[src/sv/mlpsig_pkg.sv]
// ----------------------------------------------------------------------------
// mlpsig_pkg
// Shared types, codes and the sigmoid lookup table for the MLP inference unit.
// ----------------------------------------------------------------------------
package mlpsig_pkg;

  // Fixed-point format of weights, biases and activations.
  localparam int FRAC_BITS = 12;
  localparam int VAL_W     = 16;
  localparam int SIG_W     = FRAC_BITS + 1;
  localparam int TAB_SIZE  = 256;
  localparam int TAB_IDX_W = 8;

  // Command codes.
  localparam logic [1:0] OP_WEIGHT = 2'd0;
  localparam logic [1:0] OP_BIAS   = 2'd1;
  localparam logic [1:0] OP_SAMPLE = 2'd2;

  // Configuration register indexes.
  localparam logic [2:0] CFG_LAYERS = 3'd0;
  localparam logic [2:0] CFG_WIDTH0 = 3'd1;
  localparam logic [2:0] CFG_WIDTH1 = 3'd2;
  localparam logic [2:0] CFG_WIDTH2 = 3'd3;
  localparam logic [2:0] CFG_WIDTH3 = 3'd4;

  // Control from the sequencer to the neuron datapath.
  typedef struct packed {
    logic issue;   // weight/activation read issued this cycle
    logic first;   // the issued read is the first column of a row
    logic round;   // accumulator is final: round, saturate and index
  } dp_ctrl_t;

  typedef logic [SIG_W-1:0] sig_tab_t [TAB_SIZE];

  // Builds the sigmoid table at elaboration. Entry i approximates
  // sigmoid((i-128)/16) in Q0.FRAC_BITS, using a Q32 power series of e^(-1/16)
  // and a rounded long division.
  function automatic sig_tab_t build_sig_table();
    logic [63:0] p [129];
    logic [95:0] prod;
    logic [63:0] d;
    logic [63:0] num;
    logic [63:0] rem;
    logic [63:0] quo;
    sig_tab_t    tab;
    int          k;
    int          i;
    int          b;
    p[0] = 64'h1_0000_0000;
    for (k = 0; k < 128; k++) begin
      prod = {32'd0, p[k]} * 96'd4034748382 + (96'd1 << 31);
      p[k+1] = prod[95:32];
    end
    for (i = 0; i < TAB_SIZE; i++) begin
      if (i >= 128) begin
        d   = 64'h1_0000_0000 + p[i-128];
        num = 64'd1 << (FRAC_BITS + 32);
      end else begin
        d   = 64'h1_0000_0000 + p[128-i];
        num = p[128-i] << FRAC_BITS;
      end
      num = num + (d >> 1);
      rem = '0;
      quo = '0;
      for (b = 63; b >= 0; b--) begin
        rem = {rem[62:0], num[b]};
        if (rem >= d) begin
          rem    = rem - d;
          quo[b] = 1'b1;
        end
      end
      tab[i] = quo[SIG_W-1:0];
    end
    return tab;
  endfunction

  localparam sig_tab_t SIG_TABLE = build_sig_table();

endpackage

[src/sv/mlpsig_dp.sv]
// ----------------------------------------------------------------------------
// mlpsig_dp
// Neuron datapath: registered multiply, accumulate with bias, rounding and
// saturation to Q4.12, and sigmoid table lookup.
// ----------------------------------------------------------------------------
module mlpsig_dp #(
  parameter int MAX_WIDTH = 16
) (
  input  logic                                  clk,
  input  logic                                  rst_n,
  input  mlpsig_pkg::dp_ctrl_t                  ctrl,
  input  logic signed [mlpsig_pkg::VAL_W-1:0]   w_q,
  input  logic signed [mlpsig_pkg::VAL_W-1:0]   a_q,
  input  logic signed [mlpsig_pkg::VAL_W-1:0]   b_q,
  output logic        [mlpsig_pkg::SIG_W-1:0]   sig_value
);

  localparam int ACC_W  = 2 * mlpsig_pkg::VAL_W + $clog2(MAX_WIDTH) + 2;
  localparam int PROD_W = 2 * mlpsig_pkg::VAL_W;
  localparam int FB     = mlpsig_pkg::FRAC_BITS;

  localparam logic signed [ACC_W-1:0] RND_HALF = ACC_W'(1) <<< (FB - 1);
  localparam logic signed [ACC_W-1:0] SAT_MAX  = ACC_W'(32767);
  localparam logic signed [ACC_W-1:0] SAT_MIN  = -ACC_W'(32768);

  logic                              iss_d_r;
  logic                              first_d_r;
  logic                              prod_vld_r;
  logic signed [PROD_W-1:0]          prod_r;
  logic signed [ACC_W-1:0]           acc_r;
  logic [mlpsig_pkg::TAB_IDX_W-1:0]  idx_r;

  logic signed [ACC_W-1:0]           rnd_sum;
  logic signed [ACC_W-1:0]           x_full;
  logic signed [15:0]                x_sat;
  logic signed [15:0]                x_shr;
  logic signed [16:0]                idx_s;
  logic [mlpsig_pkg::TAB_IDX_W-1:0]  idx_c;

  // Track read data validity two stages down the multiply pipe.
  always_ff @(posedge clk) begin
    if (!rst_n) begin
      iss_d_r    <= 1'b0;
      first_d_r  <= 1'b0;
      prod_vld_r <= 1'b0;
    end else begin
      iss_d_r    <= ctrl.issue;
      first_d_r  <= ctrl.issue & ctrl.first;
      prod_vld_r <= iss_d_r;
    end
  end

  // Product register, then accumulator seeded with the scaled bias.
  always_ff @(posedge clk) begin
    if (iss_d_r) begin
      prod_r <= w_q * a_q;
    end
    if (first_d_r) begin
      acc_r <= ACC_W'(b_q) <<< FB;
    end else if (prod_vld_r) begin
      acc_r <= acc_r + ACC_W'(prod_r);
    end
  end

  // Round to nearest (half up), saturate to 16 bits, form the table index.
  always_comb begin
    rnd_sum = acc_r + RND_HALF;
    x_full  = rnd_sum >>> FB;
    if (x_full > SAT_MAX) begin
      x_sat = 16'sh7FFF;
    end else if (x_full < SAT_MIN) begin
      x_sat = -16'sh8000;
    end else begin
      x_sat = x_full[15:0];
    end
    x_shr = x_sat >>> (FB - 4);
    idx_s = {x_shr[15], x_shr} + 17'sd128;
    if (idx_s < 17'sd0) begin
      idx_c = '0;
    end else if (idx_s > 17'sd255) begin
      idx_c = '1;
    end else begin
      idx_c = idx_s[mlpsig_pkg::TAB_IDX_W-1:0];
    end
  end

  always_ff @(posedge clk) begin
    if (ctrl.round) begin
      idx_r <= idx_c;
    end
  end

  assign sig_value = mlpsig_pkg::SIG_TABLE[idx_r];

endmodule

[config.mk]
export PLATFORM = sky130hd
export DESIGN_NAME = mlpsig_dp
export DESIGN_NICKNAME = d
export VERILOG_FILES = /design/src/sv/mlpsig_pkg.sv /design/src/sv/mlpsig_dp.sv
export SDC_FILE = /design/constraint.sdc
export NUM_CORES = 1
export LEC_CHECK = 0
export BUFFER_PORTS_ARGS = -buffer_cell sky130_fd_sc_hd__buf_2
export CORE_AREA = 2 2 154 269
export CTS_CLUSTER_SIZE = 40
export DETAILED_ROUTE_END_ITERATION = 12
export DIE_AREA = 0 0 156 271
export GPL_TIMING_DRIVEN = 0
export PLACE_DENSITY = 0.64
export SLEW_MARGIN = 25
export SYNTH_ARGS = -nofsm -noshare
export SYNTH_HDL_FRONTEND = slang
export SYNTH_SLANG_ARGS = --single-unit
[constraint.sdc]
create_clock -name clk -period 9.7 [get_ports clk]
set_input_delay 0.97 -clock clk [delete_from_list [all_inputs] [get_ports clk]]
set_output_delay 0.97 -clock clk [all_outputs]
set_load 0.01 [all_outputs]
==> results summary <==
The die is 156 um wide. 66 I/O pins were placed. In this run the cell area measured after placement is 18800 um2.

The deepest clock path buffer count came out at 2. The count of clock tree sinks is 81. The final critical-path setup slack is 2250 ps. For this run, the leading register cell type out of synthesis is sky130_fd_sc_hd__edfxtp_1.

The source-to-sink clock delay at the later pin of the worst-skew pair is 360 ps. The post-synthesis area per instance came out at 8.41 um2. The setup total negative slack is 0 ps. The global placer's final weighted congestion came out at 1.16.

The number of nets handed over by synthesis was 2571. The mapped netlist covers 17800 um2. The routed via count came out at 16000.

The placeable core area is 39900 um2. The remaining max-slew budget at the tightest pin is 21.8%. The residual DRC count is 0. The slowest stage of the critical path belongs to the cell sky130_fd_sc_hd__fa_1.

The element type at the critical path end is a register. Counting stages on the worst path, the most repeated cell is sky130_fd_sc_hd__fa_1. From synthesis to final layout, the design area changed by 7.24%. The area share of the largest cell type after synthesis is 29.5%.

The global-route wire length before repair came out at 105 mm. The die outline height is 271 um. The transition time at the pin with the least slew margin came out at 1160 ps. Row generation in the floorplan step produced 97 rows.

The startpoint of the most critical hold path is acc_r[8]. The commonest cells after synthesis are sky130_fd_sc_hd__inv_1, sky130_fd_sc_hd__fa_1, sky130_fd_sc_hd__nand2_1, sky130_fd_sc_hd__and2_1, sky130_fd_sc_hd__ha_1. The data arrival at the endpoint of the critical path is 7560 ps. The count of maximum capacitance violations came out at 0. In this run, post-CTS repair resized a total of 0 instances. Walking the worst path, the cells encountered are buf_2 > clkbuf_1 > nand2_1 > fa_1 > fa_1 > fa_1 > inv_1 > fa_1 > fa_1 > inv_1 > fa_1 > inv_1 > ha_1 > or3_4 > a2111o_1 > o221ai_2 > nor4_2 > o31ai_4 > a21o_2 > nor3_1 > a311o_1. The number of antenna-violating nets in the routed design came out at 0. The residual overflow from global routing came out at 0.

The critical register-to-register path startpoint is acc_r[0]. The path class of the tightest hold or removal check is reg -> reg. CTS placed an instance of sky130_fd_sc_hd__clkbuf_16 at the clock tree root. The largest fanout on the critical path came out at 10. The worst setup path is launched from a primary input.

For this run, asynchronously set or reset flops after synthesis account for 0%. The number of slew-limit violations in the final report came out at 0. Data on the critical path is required at its endpoint by 9810 ps.

The worst-case IR drop observed on VDD is 286 uV. The die outline area came out at 42300 um2. The overall routing resource usage came out at 34.1%.

The unique cell type count in the Yosys netlist is 89. The number of buffers added on ports is 64. The post-CTS setup buffer count is 0. Tracing the worst setup path back leads to its startpoint at w_q[9]. Synthesis inferred 81 register bits. The post-placement worst setup slack came out at 1910 ps.

After detailed routing, the number of vias per cell comes to 5.93. Setup repair after global routing left no endpoint under its margin. By area the synthesized netlist is led by sky130_fd_sc_hd__fa_1, sky130_fd_sc_hd__edfxtp_1, sky130_fd_sc_hd__ha_1.

Yosys mapped a number of flops with a built-in enable equal to 66. The buffer and inverter count on the worst path came out at 5. Before antenna repair, the detailed router went through 5 iterations. The sequential area share after synthesis came out at 12.8%. The delay of the slowest critical-path stage is 610 ps. The number of nets in the final layout is 2646. The share of post-route cells with drive strength above 1 is 5.27%.

The post-layout total power is 8.48 mW. TritonCTS built the clock tree. Once layout is done, the placed cells without fillers occupy 19100 um2. The detailed router's first-iteration violation count is 1093. The placed wire-length estimate came out at 55.3 mm. Setup violations remaining at the end of the flow were counted as 0. The number of synthesis warnings came out at 0.

The setup clock skew after layout is 13.3 ps. The total leakage power is 8.76 nW. After technology mapping, the gate count stands at 2121. The post-detailed-route wirelength per cell came out at 25.5 um.

The final layout contains routed wiring with a total length of 68.9 mm. sky130_fd_sc_hd__inv_1 is the most common cell in the netlist. For this run, the top clock speed supported by timing is 134 MHz. The maximum level of the CTS H-tree came out at 3. In the finished design, the share of the clock period the worst path needs comes to 76.8%.

Clock-pin slew was measured on the worst setup and hold paths at 60 ps. The run finished with clean final reports. The initial antenna violation count came out at 6.

TritonCTS created 9 clock buffers. The final hold violation count is 0. The final critical delay including setup and external delays is 7450 ps. The hold buffer count at CTS is 0. The power per unit of standard cell area came out at 443 nW/um2. By startpoint and endpoint, the worst setup path is classified as in -> reg.

Of all cell types, the one taking the most synthesized area is sky130_fd_sc_hd__fa_1. The cell class contributing the biggest share of worst-path delay is adder cells. The effective utilization at floorplan came out at 44.7%. The number of global-route vias before repair is 17500. The largest net degree at the start of global routing is 34.
power breakdown:
group          internal [mW]  leakage (nW)  switching (mW)
clock network          0.232         0.153           0.151
registers              0.807         0.751          0.0616
logic                   3.05          7.86            4.18
metal layers:
metal | wire length [um] | GRT usage [%]
met1 | 21300 | 31.3
met2 | 36600 | 62.8
met3 | 3940 | 7.10
met4 | 7060 | 28.8
met5 | 42 | 0
cell usage in the layout (no fill, tap or decap), drive strengths merged, types with 77 or more instances in the layout:
cell type | synthesis | routed
clkbuf | 88 | 101
o21ai | 127 | 127
ha | 134 | 134
and2 | 134 | 134
buf | 15 | 77
nor2 | 126 | 126
inv | 357 | 357
nand2 | 236 | 236
fa | 263 | 263
a21oi | 114 | 114
worst min-delay path, cell delays in order, from the launching register on:
cell and delay (ps):
sky130_fd_sc_hd__dfxtp_1 330, sky130_fd_sc_hd__nand2_1 50, sky130_fd_sc_hd__o31ai_1 60
final cells by class:
class                           instances  area, um2
Antenna cell                            4       10.0
Clock buffer                           11        243
Inverter                              359       1350
Multi-Input combinational cell       1578      13800
Sequential cell                        81       2280
Tap cell                              495        619
Fill cell                            3965      20800
Clock inverter                          5       80.1
Timing Repair Buffer                   64        320
Buffer                                103        405
cells by family (layout without fill, tap and decap cells):
group	count (synthesis)	after routing	synth area share, %
fa+ha+maj	397	397	38.9
flops	81	81	12.8
buf+inv	462	542	9.80
mux	17	17	1.10
compound gates	453	453	16.5
simple gates	636	636	17.2
xor+xnor	74	74	3.63
other cells	1	5	0.0210
final timing paths:
check,slack (ps),endpoint,depth (start not counted)
max reg2reg,5930,acc_r[26],11
min,470,acc_r[8],2
min reg2reg,470,acc_r[8],2
max,2250,prod_r[28],21
sequential cells by signal (all words and copies together) (netlist names):
name,cells
acc_r,38
prod_vld_r,1
prod_r,32
iss_d_r,1
first_d_r,1
idx_r,8
stage by stage:
| stage | hold WS, ps | utilization [%] | instances |
|---|---|---|---|
| 2_1_floorplan | 429 | - | 2121 |
| 3_3_place_gp | 444 | 47.0 | 2680 |
| 3_5_place_dp | 461 | 47.0 | 2680 |
| 4_1_cts | 475 | 47.9 | 2696 |
| 5_1_grt | 500 | 47.9 | 2696 |
| 6_report | 474 | 47.9 | 2700 |
Power figures use the tool's default switching activity.
